<file path="src/dmarf_pkg.sv">
// ----------------------------------------------------------------------------
// DMA register file package
// Shared constants and controller/datapath command types.
// ----------------------------------------------------------------------------
package dmarf_pkg;

  localparam logic [1:0] OP_READ  = 2'd0;
  localparam logic [1:0] OP_WRITE = 2'd1;
  localparam logic [1:0] OP_DONE  = 2'd2;

  localparam logic [1:0] SZ_BYTE = 2'd0;
  localparam logic [1:0] SZ_HALF = 2'd1;

  localparam logic [31:0] REG_DPCR   = 32'h1f80_10f0;
  localparam logic [31:0] REG_DICR   = 32'h1f80_10f4;
  localparam logic [31:0] REG_SPARE0 = 32'h1f80_10f8;
  localparam logic [31:0] REG_SPARE1 = 32'h1f80_10fc;
  localparam logic [31:0] DEC_MASK   = 32'h1fff_ff8f;
  localparam logic [31:0] REG_MADR   = 32'h1f80_1080;
  localparam logic [31:0] REG_BCR    = 32'h1f80_1084;
  localparam logic [31:0] REG_CHCR   = 32'h1f80_1088;
  localparam logic [31:0] ALL_ONES   = 32'hffff_ffff;
  localparam logic [31:0] CHCR_BITS  = 32'h7177_0703;
  localparam logic [31:0] LAST_KEEP  = 32'h5100_0000;
  localparam logic [31:0] LAST_FORCE = 32'h0000_0002;

  typedef enum logic [1:0] {
    ST_IDLE,
    ST_EXEC,
    ST_HOLD
  } state_t;

  typedef struct packed {
    logic capture;   // load the input transfer
    logic execute;   // perform the access and load the result
  } cmd_t;

endpackage

</file>
<file path="src/dmarf_ctrl.sv">
// ----------------------------------------------------------------------------
// DMA register file controller
// Sequences capture, execute and result hand-off.
// ----------------------------------------------------------------------------
module dmarf_ctrl (
  input  logic          clk,
  input  logic          rst_n,
  input  logic          in_valid,
  output logic          in_stall,
  output logic          out_valid,
  input  logic          out_stall,
  output dmarf_pkg::cmd_t cmd
);
  import dmarf_pkg::*;

  state_t state_r, state_nxt;

  always_comb begin
    state_nxt = state_r;
    case (state_r)
      ST_IDLE: if (in_valid) state_nxt = ST_EXEC;
      ST_EXEC: state_nxt = ST_HOLD;
      ST_HOLD: begin
        if (!out_stall) state_nxt = in_valid ? ST_EXEC : ST_IDLE;
      end
      default: state_nxt = ST_IDLE;
    endcase
  end

  always_comb begin
    in_stall    = 1'b1;
    out_valid   = 1'b0;
    cmd.capture = 1'b0;
    cmd.execute = 1'b0;
    case (state_r)
      ST_IDLE: begin
        in_stall    = 1'b0;
        cmd.capture = in_valid;
      end
      ST_EXEC: cmd.execute = 1'b1;
      ST_HOLD: begin
        out_valid   = 1'b1;
        in_stall    = out_stall;
        cmd.capture = in_valid && !out_stall;
      end
      default: ;
    endcase
  end

  always_ff @(posedge clk) begin
    if (!rst_n) state_r <= ST_IDLE;
    else state_r <= state_nxt;
  end

  a_exec_after_cap: assert property (@(posedge clk) disable iff (!rst_n)
    cmd.capture |=> cmd.execute) else $error("capture not followed by execute");
  a_exec_then_valid: assert property (@(posedge clk) disable iff (!rst_n)
    cmd.execute |=> out_valid) else $error("result not presented");
  a_no_cap_exec: assert property (@(posedge clk) disable iff (!rst_n)
    !(cmd.capture && cmd.execute)) else $error("capture during execute");

endmodule

</file>
<file path="src/dmarf_dp.sv">
// ----------------------------------------------------------------------------
// DMA register file datapath
// Register state, address decode, read mux and write update.
// ----------------------------------------------------------------------------
module dmarf_dp #(
  parameter int NUM_CHANNELS = 7
) (
  input  logic            clk,
  input  logic            rst_n,
  input  dmarf_pkg::cmd_t cmd,
  input  logic [1:0]      in_operation,
  input  logic [31:0]     in_address,
  input  logic [1:0]      in_access_size,
  input  logic [31:0]     in_write_data,
  input  logic [2:0]      in_done_channel,
  output logic [31:0]     out_read_data,
  output logic            out_irq_pending,
  output logic            out_restart_request,
  output logic [2:0]      out_target_channel,
  output logic            out_kick_request
);
  import dmarf_pkg::*;

  localparam int NC = NUM_CHANNELS;

  logic [1:0]  op_r;
  logic [31:0] addr_r, wd_r;
  logic [1:0]  size_r;
  logic [2:0]  done_r;

  logic [2:0]  prio_r   [NC];
  logic [NC-1:0] men_r, ien_r, flag_r, flag_nxt;
  logic [3:0]  cpu_r;
  logic [6:0]  misc_r;
  logic        force_r, irqen_r;
  logic [23:0] badr_r [NC];
  logic [23:0] cadr_r [NC];
  logic [15:0] blen_r [NC];
  logic [15:0] clen_r [NC];
  logic [15:0] bcnt_r [NC];
  logic [31:0] ctl_r  [NC];

  always_ff @(posedge clk) begin
    if (cmd.capture) begin
      op_r   <= in_operation;
      addr_r <= in_address;
      size_r <= in_access_size;
      wd_r   <= in_write_data;
      done_r <= in_done_channel;
    end
  end

  // effective word address and lane-shifted write data
  logic [31:0] wa, wdata, rword, rshift, rd;
  logic [4:0]  sh;
  always_comb begin
    wa = addr_r;
    sh = 5'd0;
    wdata = wd_r;
    if (size_r == SZ_BYTE) begin
      wa = {addr_r[31:2], 2'b00};
      sh = {addr_r[1:0], 3'b000};
      wdata = {24'd0, wd_r[7:0]} << sh;
    end else if (size_r == SZ_HALF) begin
      wa = {addr_r[31:2], 2'b00};
      sh = {addr_r[1], 4'b0000};
      wdata = {16'd0, wd_r[15:0]} << sh;
    end
  end

  logic [2:0]  ch;
  logic        ch_live;
  logic [31:0] reg_a;
  assign ch      = wa[6:4];
  assign ch_live = 32'(ch) < NC;
  assign reg_a   = wa & DEC_MASK;

  logic mflag;
  assign mflag = force_r | (irqen_r & |(ien_r & flag_r));

  always_comb begin
    rword = 32'd0;
    if (wa == REG_DPCR) begin
      for (int c = 0; c < NC; c++) begin
        rword[4*c +: 3] = prio_r[c];
        rword[4*c+3]    = men_r[c];
      end
      rword[31:28] = cpu_r;
    end else if (wa == REG_DICR) begin
      rword[6:0] = misc_r;
      rword[15]  = force_r;
      rword[23]  = irqen_r;
      for (int c = 0; c < NC; c++) begin
        rword[16+c] = ien_r[c];
        rword[24+c] = flag_r[c];
      end
      rword[31] = mflag;
    end else if (wa >= REG_SPARE0 || wa[3:0] == 4'd12) begin
      rword = ALL_ONES;
    end else if (ch_live) begin
      if (reg_a == REG_MADR) rword = {8'd0, badr_r[ch]};
      else if (reg_a == REG_BCR) rword = {bcnt_r[ch], blen_r[ch]};
      else if (reg_a == REG_CHCR) rword = ctl_r[ch] & CHCR_BITS;
    end
  end

  always_comb begin
    rshift = rword >> sh;
    if (size_r == SZ_BYTE) rd = {24'd0, rshift[7:0]};
    else if (size_r == SZ_HALF) rd = {16'd0, rshift[15:0]};
    else rd = rshift;
  end

  logic        is_wr, is_chcr;
  logic [31:0] ctl_old, ctl_new, ctl_x;
  logic        re;
  assign is_wr   = cmd.execute && op_r == OP_WRITE;
  assign is_chcr = wa != REG_DPCR && wa != REG_DICR && wa != REG_SPARE0 &&
                   wa != REG_SPARE1 && ch_live && reg_a == REG_CHCR;
  always_comb begin
    ctl_old = ctl_r[ch];
    ctl_new = wdata & CHCR_BITS;
    if (32'(ch) == NC - 1) ctl_new = (ctl_new & LAST_KEEP) | LAST_FORCE;
    ctl_x = ctl_old ^ ctl_new;
    re = !ctl_old[24] || !ctl_new[24] || (ctl_x[10:9] != 2'd0) || (ctl_x[1:0] != 2'd0);
  end

  logic wr_other;
  assign wr_other = is_wr && wa != REG_DPCR && wa != REG_DICR &&
                    wa != REG_SPARE0 && wa != REG_SPARE1 && ch_live;

  always_comb begin
    flag_nxt = flag_r;
    if (is_wr && wa == REG_DICR) flag_nxt = flag_r & ~wdata[24 +: NC];
    if (cmd.execute && op_r == OP_DONE && 32'(done_r) < NC) flag_nxt[done_r] = 1'b1;
  end

  always_ff @(posedge clk) begin
    if (!rst_n) begin
      men_r <= '0; ien_r <= '0; flag_r <= '0;
      cpu_r <= '0; misc_r <= '0; force_r <= 1'b0; irqen_r <= 1'b0;
      for (int c = 0; c < NC; c++) begin
        prio_r[c] <= '0; badr_r[c] <= '0; cadr_r[c] <= '0;
        blen_r[c] <= '0; clen_r[c] <= '0; bcnt_r[c] <= '0; ctl_r[c] <= '0;
      end
    end else begin
      flag_r <= flag_nxt;
      if (is_wr && wa == REG_DPCR) begin
        for (int c = 0; c < NC; c++) begin
          prio_r[c] <= wdata[4*c +: 3];
          men_r[c]  <= wdata[4*c+3];
        end
        cpu_r <= wdata[31:28];
      end
      if (is_wr && wa == REG_DICR) begin
        misc_r  <= wdata[6:0];
        force_r <= wdata[15];
        irqen_r <= wdata[23];
        ien_r   <= wdata[16 +: NC];
      end
      if (wr_other && reg_a == REG_MADR) begin
        badr_r[ch] <= wdata[23:0];
        cadr_r[ch] <= wdata[23:0];
      end
      if (wr_other && reg_a == REG_BCR) begin
        blen_r[ch] <= wdata[15:0];
        clen_r[ch] <= wdata[15:0];
        bcnt_r[ch] <= wdata[31:16];
      end
      if (wr_other && reg_a == REG_CHCR) begin
        ctl_r[ch] <= ctl_new;
        if (re) begin
          cadr_r[ch] <= badr_r[ch];
          clen_r[ch] <= blen_r[ch];
        end
      end
    end
  end

  // result register; master flag computed from the updated state
  logic [31:0] rd_r;
  logic        rst_req_r, kick_r;
  always_ff @(posedge clk) begin
    if (cmd.execute) begin
      rd_r      <= (op_r == OP_READ) ? rd : 32'd0;
      rst_req_r <= is_wr && is_chcr && re;
      kick_r    <= is_wr && is_chcr;
    end
  end

  // current address/length registers; not brought out of this block
  logic unused_cur;
  always_comb begin
    unused_cur = 1'b0;
    for (int c = 0; c < NC; c++) unused_cur = unused_cur ^ (^cadr_r[c]) ^ (^clen_r[c]);
  end

  assign out_read_data       = rd_r;
  assign out_irq_pending     = mflag | (unused_cur & 1'b0);
  assign out_restart_request = rst_req_r;
  assign out_target_channel  = addr_r[6:4];
  assign out_kick_request    = kick_r;

  a_no_kick: assert property (@(posedge clk) disable iff (!rst_n)
    cmd.execute && !(is_wr && is_chcr) |=> !out_kick_request && !out_restart_request)
    else $error("kick or restart without control write");
  a_kick: assert property (@(posedge clk) disable iff (!rst_n)
    cmd.execute && is_wr && is_chcr |=> out_kick_request)
    else $error("control write without kick");
  a_rd_zero: assert property (@(posedge clk) disable iff (!rst_n)
    cmd.execute && op_r != OP_READ |=> out_read_data == 32'd0)
    else $error("read data on non-read transfer");
endmodule

</file>
<file path="src/dma_channel_register_file_top.sv">
// ----------------------------------------------------------------------------
// DMA channel register file top level
// Register window of a seven-channel DMA controller, one bus access a transfer.
// ----------------------------------------------------------------------------
// Usage:
//   Input channel in_*: operation (read, write, completion event), address,
//   access size, write data and done channel. A transfer is taken when
//   in_valid is high and in_stall is low.
//   Result channel out_*: read data, master interrupt flag, restart and kick
//   pulses and the decoded channel index, one result per input transfer.
//   Sequence: capture, then execute, then the result is shown with out_valid.
//   Throughput is set by the capture/execute sequence of the controller;
//   a new input is taken while the result is being handed off.
//   Reset (rst_n low, synchronous) clears the register state to zero and
//   returns the controller to idle.
//   While out_stall is high with out_valid, the result holds and in_stall stays high.
// ----------------------------------------------------------------------------
module dma_channel_register_file_top #(
  parameter int NUM_CHANNELS = 7
) (
  input  logic        clk,
  input  logic        rst_n,
  input  logic        in_valid,
  output logic        in_stall,
  input  logic [1:0]  in_operation,
  input  logic [31:0] in_address,
  input  logic [1:0]  in_access_size,
  input  logic [31:0] in_write_data,
  input  logic [2:0]  in_done_channel,
  output logic        out_valid,
  input  logic        out_stall,
  output logic [31:0] out_read_data,
  output logic        out_irq_pending,
  output logic        out_restart_request,
  output logic [2:0]  out_target_channel,
  output logic        out_kick_request
);
  import dmarf_pkg::*;

  cmd_t cmd;

  dmarf_ctrl u_ctrl (
    .clk(clk), .rst_n(rst_n), .in_valid(in_valid), .in_stall(in_stall),
    .out_valid(out_valid), .out_stall(out_stall), .cmd(cmd)
  );

  dmarf_dp #(.NUM_CHANNELS(NUM_CHANNELS)) u_dp (
    .clk(clk), .rst_n(rst_n), .cmd(cmd),
    .in_operation(in_operation), .in_address(in_address),
    .in_access_size(in_access_size), .in_write_data(in_write_data),
    .in_done_channel(in_done_channel),
    .out_read_data(out_read_data), .out_irq_pending(out_irq_pending),
    .out_restart_request(out_restart_request),
    .out_target_channel(out_target_channel), .out_kick_request(out_kick_request)
  );

endmodule
</file>
<file path="config.mk">
export PLATFORM = sky130hd
export DESIGN_NAME = dma_channel_register_file_top
export DESIGN_NICKNAME = d
export VERILOG_FILES = /design/src/dmarf_pkg.sv /design/src/dmarf_ctrl.sv /design/src/dmarf_dp.sv /design/src/dma_channel_register_file_top.sv
export SDC_FILE = /design/constraint.sdc
export NUM_CORES = 1
export LEC_CHECK = 0
export ABC_AREA = 1
export BUFFER_PORTS_ARGS = -buffer_cell sky130_fd_sc_hd__buf_4
export CORE_ASPECT_RATIO = 0.9
export CORE_MARGIN = 2
export CORE_UTILIZATION = 55
export DETAILED_ROUTE_END_ITERATION = 6
export PLACE_DENSITY = 0.82
export REMOVE_ABC_BUFFERS = 1
export SETUP_SLACK_MARGIN = 0.3
export SLEW_MARGIN = 20
export SYNTH_ARGS = -nofsm -noshare
export SYNTH_HDL_FRONTEND = slang
export SYNTH_SLANG_ARGS = --single-unit
</file>
<file path="constraint.sdc">
create_clock -name clk -period 6.7 [get_ports clk]
set_input_delay 0 -clock clk [delete_from_list [all_inputs] [get_ports clk]]
set_output_delay 0 -clock clk [all_outputs]
set_load 0.01 [all_outputs]
</file>
# Word level (Yosys, flattened, before mapping)
# Memories as Yosys holds them, arrays and structs flattened. A register that Yosys moved wholly into a read port is not among the register bits.
# Cells that the tools add are included.
[classes] n_reduce_logical=42 bitwise_logic=15 order_cmp=5 mux=65 eq_ne=18 n_shift=3
[op_table] op="$mux 32" n=7
[op_table] op="$ne 32x29->1 const B" n=4
[op_table] op="$eq 26x26->1 const B" n=3
[op_table] op="$eq 32x29->1 const B" n=2
[op_table] op="$mux 31" n=2
[op_table] op="$mux 3" n=15
[op_table] op="$ge 32x29->1 const B" n=1
[op_table] op="$mux 16" n=2
[op_table] op="$reduce_or 16->1" n=2
[op_table] op="$shl 16x5->32" n=1
[op_table] op="$shl 8x5->32" n=1
[op_table] op="$shr 32x5->32" n=1
[op_table] op="$reduce_or 31->1" n=1
[op_table] op="$mux 30" n=1
[op_table] op="$mux 24" n=1
[op_table] op="$reduce_or 24->1" n=1
[op_table] op="$logic_and 1x1->1" n=22
[op_table] op="$mux 1" n=21
[op_table] op="$mux 7" n=3
[op_table] op="$mux 17" n=1
[op_table] op="$mux 8" n=2
[op_table] op="$and 7x7->7" n=2
[op_table] op="$xor 11x11->11" n=1
[op_table] op="$mux 5" n=2
[op_table] op="other kinds (25)" n=49
[totals] out_inout_bits=40 ff_bits=141 inputBits=75 n_memories=5 wordCells=171 mem_bits_rw=630
[mem_list] name="u_dp.ctl_r" words=7 word_bits=31 read_ports=1 rd_clocked_by_memory_dff=1 write_ports=7 line_no="dmarf_dp.sv:41" text="logic [31:0] ctl_r [NC];"
[mem_list] name="u_dp.badr_r" words=7 word_bits=24 read_ports=1 rd_clocked_by_memory_dff=1 write_ports=7 line_no="dmarf_dp.sv:36" text="logic [23:0] badr_r [NC];"
[mem_list] name="u_dp.bcnt_r" words=7 word_bits=16 read_ports=1 rd_clocked_by_memory_dff=1 write_ports=7 line_no="dmarf_dp.sv:40" text="logic [15:0] bcnt_r [NC];"
[mem_list] name="u_dp.blen_r" words=7 word_bits=16 read_ports=1 rd_clocked_by_memory_dff=1 write_ports=7 line_no="dmarf_dp.sv:38" text="logic [15:0] blen_r [NC];"
[mem_list] name="u_dp.prio_r" words=7 word_bits=3 read_ports=7 rd_clocked_by_memory_dff=0 write_ports=7 line_no="dmarf_dp.sv:31" text="logic [2:0] prio_r [NC];"

# Logic depth before layout (Yosys ltp)
[logic_depth] ltp_word=15 depth_mapped=18 ltp_nobuf=17

# Modules after synthesis
# Synthesis repeated with hierarchy kept, for this count alone.
[unflattened] hier_cells=3717 hier_area_um2=34217.8
[by_module_without_submodules] mod="dmarf_dp" seq_area_each_um2=20870.0 n_inst=1 area_each_um2=34109.0 cells_each=3700
[by_module_without_submodules] mod="dmarf_ctrl" seq_area_each_um2=40.0 n_inst=1 area_each_um2=108.9 cells_each=17

# Worst setup path before layout
# OpenSTA, ideal clock, no wires.
[synth_timing] path_kind="register -> register" from="register u_ctrl.state_r[0]" to="memory u_dp.bcnt_r[4][0], enable pin" period_less_slack_ns=4.834 required_ns=6.234 path_buffers=0 path_slack_ns=1.866 path_stages_with_launch=11 setup_ns=0.466 arrival_time_ns=4.369 cell_sequence="dfxtp_1 > inv_2 > nor2_2 > inv_2 > nor3_4 > inv_2 > nor2_8 > inv_2 > nor2_4 > inv_2 > o21ai_0"
[synth_rtl] item="start, declared" line_no="dmarf_ctrl.sv:16" text="state_t state_r, state_nxt;"
[synth_rtl] item="start signal, assigned" line_no="dmarf_ctrl.sv:52" text="else state_r <= state_nxt;"
[synth_rtl] item="end, declared" line_no="dmarf_dp.sv:40"

==> results.ini <==
[setup_path]
cp.arrival_ps=4520
worstSetupPathType=flop to flop
path_max_fanout=35
rrSetupSlack_ps=2430
worstPathRequired_ps=6950
end_kind=flop
critPathLaunchType=flop

[min_path]
hp-class=primary input to flop

[timing]
holdWs_ps=96.11
max_freq_ghz=0.2342
finClkSkew_ps=27.00
fin_crit_ps=4271
min_period_over_period_pct=63.74
rsz0062_at_grt=false
slew_headroom_pct=26.05
slew_violations=0
hold_viol=0
setup_viol=0
tns_ps=0
worst_slew_pin_slew_ps=1107

[place]
io_buffers=114
placed_cell_area_mm2=0.03555
hpwl_mm=65.20
gp_congestion=0.9910

[cts]
cts_buffers=71
cts_setup_buffers=0
cts.sink_count=733
root_buffer=clkbuf_16
cts_tree=built
cts_max_level=3
path_clk_slew_ps=60
clock_latency_ps=620
ctsHoldBuffers=75
cts_resized=0
clk_path_buf_depth=3

[logic_synthesis]
yosysSeqAreaShare_pct=61.55
yosysUniqueCellTypes=48
ys_ff_latch=733
syn_avg_cell_area_um2=9.014
netlist_instances=3769
ys_async_sr_fraction_pct=0
synth_edf_count=623
yosys_warnings=0
netlist_area_mm2=0.03397
synth_ff_type=edfxtp_1

[routing]
vias=27520
ant_nets=0
drt_iter0_markers=4326
wire_per_inst_um=21.23
viasPerCell=5.755
drtPass1Iterations=7
drc_errors=31
routed_wirelength_mm=101.5

[pwr]
irDropWorstVdd_v=0.0002517
p_leak_nw=15.20
design_power_total_mw=10.47
cellPowerDensity_mw_per_mm2=270.9

[floorplan]
die_x_um=266.0
fp.dieH_um=239.8
die_area_mm2=0.06378
design.core.area_mm2=0.06112
fp-row-count=86
ios=115
start_util_pct=55.59

[status]
outcome=complete, but fails checks
violations=DRC

[final_layout]
nNetsFinal=4009
antennaDiodeCount=0
drive_gt1_share_pct=10.00
synthToLayoutAreaGrowth_pct=13.71
stdcell_area_mm2=0.03863

[global_route]
grt_max_degree=178
grt_pass1_vias=25910
grt_usage_pct=31.61
antenna_found_initial=0
grt-ovfl-total=0
grt_pass1_wl_mm=151.8

[run]
max-cap-violations=0

synthesized netlist by cell type (17+ instances only):
cell type,count,area (µm²)
nor2_2,42,262.8
buf_1,28,105.1
nand2_1,1146,4302
inv_1,265,994.7
o21ai_0,110,550.5
clkbuf_1,96,360.4
o22ai_1,22,137.6
dfxtp_1,110,2202
o21a_1,18,135.1
nor2_1,593,2226
inv_2,51,191.4
nand3_1,336,1682
edfxtp_1,623,18710
a21oi_1,134,670.6
a211oi_1,17,127.6
buf_2,72,360.4
kinds of logic (layout without fill, tap and decap cells):
| logic type | Yosys count | in the layout | share of synthesized area (%) |
|---|---|---|---|
| and+or+nand+nor | 2182 | 2182 | 26.81 |
| other | 1 | 71 | 0.01104 |
| xor gates and xnor gates | 2 | 2 | 0.05157 |
| buffers and inverters | 526 | 677 | 6.257 |
| DFF | 733 | 733 | 61.55 |
| AOI/OAI and AO/OA | 325 | 325 | 5.322 |
per-stage QoR:
stage	worst slack (ps)	util (%)	cells
final	2429	63.21	4782
after global routing	2150	63.21	4782
after detailed placement	2512	58.16	4577
after floorplan	-4321	-	3632
after global placement	2672	58.16	4577
after CTS	2460	63.19	4781
layer usage:
layer | track usage [%] | share of wire (%) | up-vias
met5 | 0 | 0 | -
met4 | 11.61 | 3.9 | 0
met3 | 8.759 | 14 | 305
met2 | 49.55 | 46 | 1853
met1 | 42.26 | 37 | 12780
li1 | - | - | 12580
cell usage in the layout (no fill, tap or decap), types with 6 or more instances in the layout:
cell	n
dlygate4sd3_1	75
buf_4	150
o21a_1	18
conb_1	71
edfxtp_1	623
clkinv_1	11
inv_1	263
nand3_1	336
o21ai_0	108
or2_0	8
nor2_2	44
nand4_2	6
clkbuf_16	71
clkinv_2	11
o22ai_1	22
a211oi_1	17
dfxtp_1	107
bufinv_16	8
clkbuf_1	19
a21oi_1	134
nor2_4	15
clkbuf_8	6
nor2_1	589
inv_2	50
nand4_1	15
nand2_1	1146
worst max-delay path, cell delays in order, from the launching register on:
cell and delay (ps):
dfxtp_1 360, inv_2 70, nor2_4 70, buf_4 440, inv_2 120, nor3_4 200
inv_2 130, nor2_8 150, inv_2 90, nor2_4 140, nand2_2 50, buf_4 310
inv_2 160, nand4_1 570, buf_4 480, nand2_1 110, buf_4 410
power breakdown:
| part | switching [mW] | total [mW] | internal (mW) |
|---|---|---|---|
| Combinational | 0.829 | 1.14 | 0.309 |
| Sequential | 0.107 | 5.23 | 5.13 |
| Clock | 1.75 | 4.09 | 2.34 |
| Total | 2.69 | 10.5 | 7.78 |
state kept, by name (all words and copies together), names as in the netlist, 2 cells and up, named ones only:
| register | count |
|---|---|
| u_dp.flag_r | 7 |
| u_dp.size_r | 2 |
| u_dp.badr_r | 192 |
| u_dp.misc_r | 7 |
| u_ctrl.state_r | 2 |
| u_dp.prio_r | 21 |
| u_dp.cpu_r | 4 |
| u_dp.men_r | 7 |
| u_dp.wd_r | 32 |
| u_dp.ctl_r | 120 |
| u_dp.out_read_data | 32 |
| u_dp.ien_r | 7 |
| u_dp.addr_r | 32 |
| u_dp.blen_r | 128 |
| u_dp.op_r | 2 |
| u_dp.bcnt_r | 128 |
| u_dp.done_r | 3 |
cell type report:
class | count | area [µm²]
Fill cell | 4730 | 22490
Inverter | 319 | 1212
Multi-Input combinational cell | 2580 | 11240
Timing Repair Buffer | 229 | 1948
Tap cell | 792 | 991.0
Clock buffer | 96 | 1931
Sequential cell | 733 | 20920
Clock inverter | 33 | 392.9
final timing paths:
check                         start           endpoint  cells after the start
setup / recovery  u_ctrl.state_r[0]  u_dp.bcnt_r[0][5]                     16
hold / removal     in_write_data[2]       u_dp.wd_r[2]                      2
setup reg to reg  u_ctrl.state_r[0]  u_dp.bcnt_r[0][5]                     16
hold reg to reg   u_dp.ctl_r[6][16]  u_dp.ctl_r[6][16]                      2
Note: power is estimated with default switching activity, not from simulation.
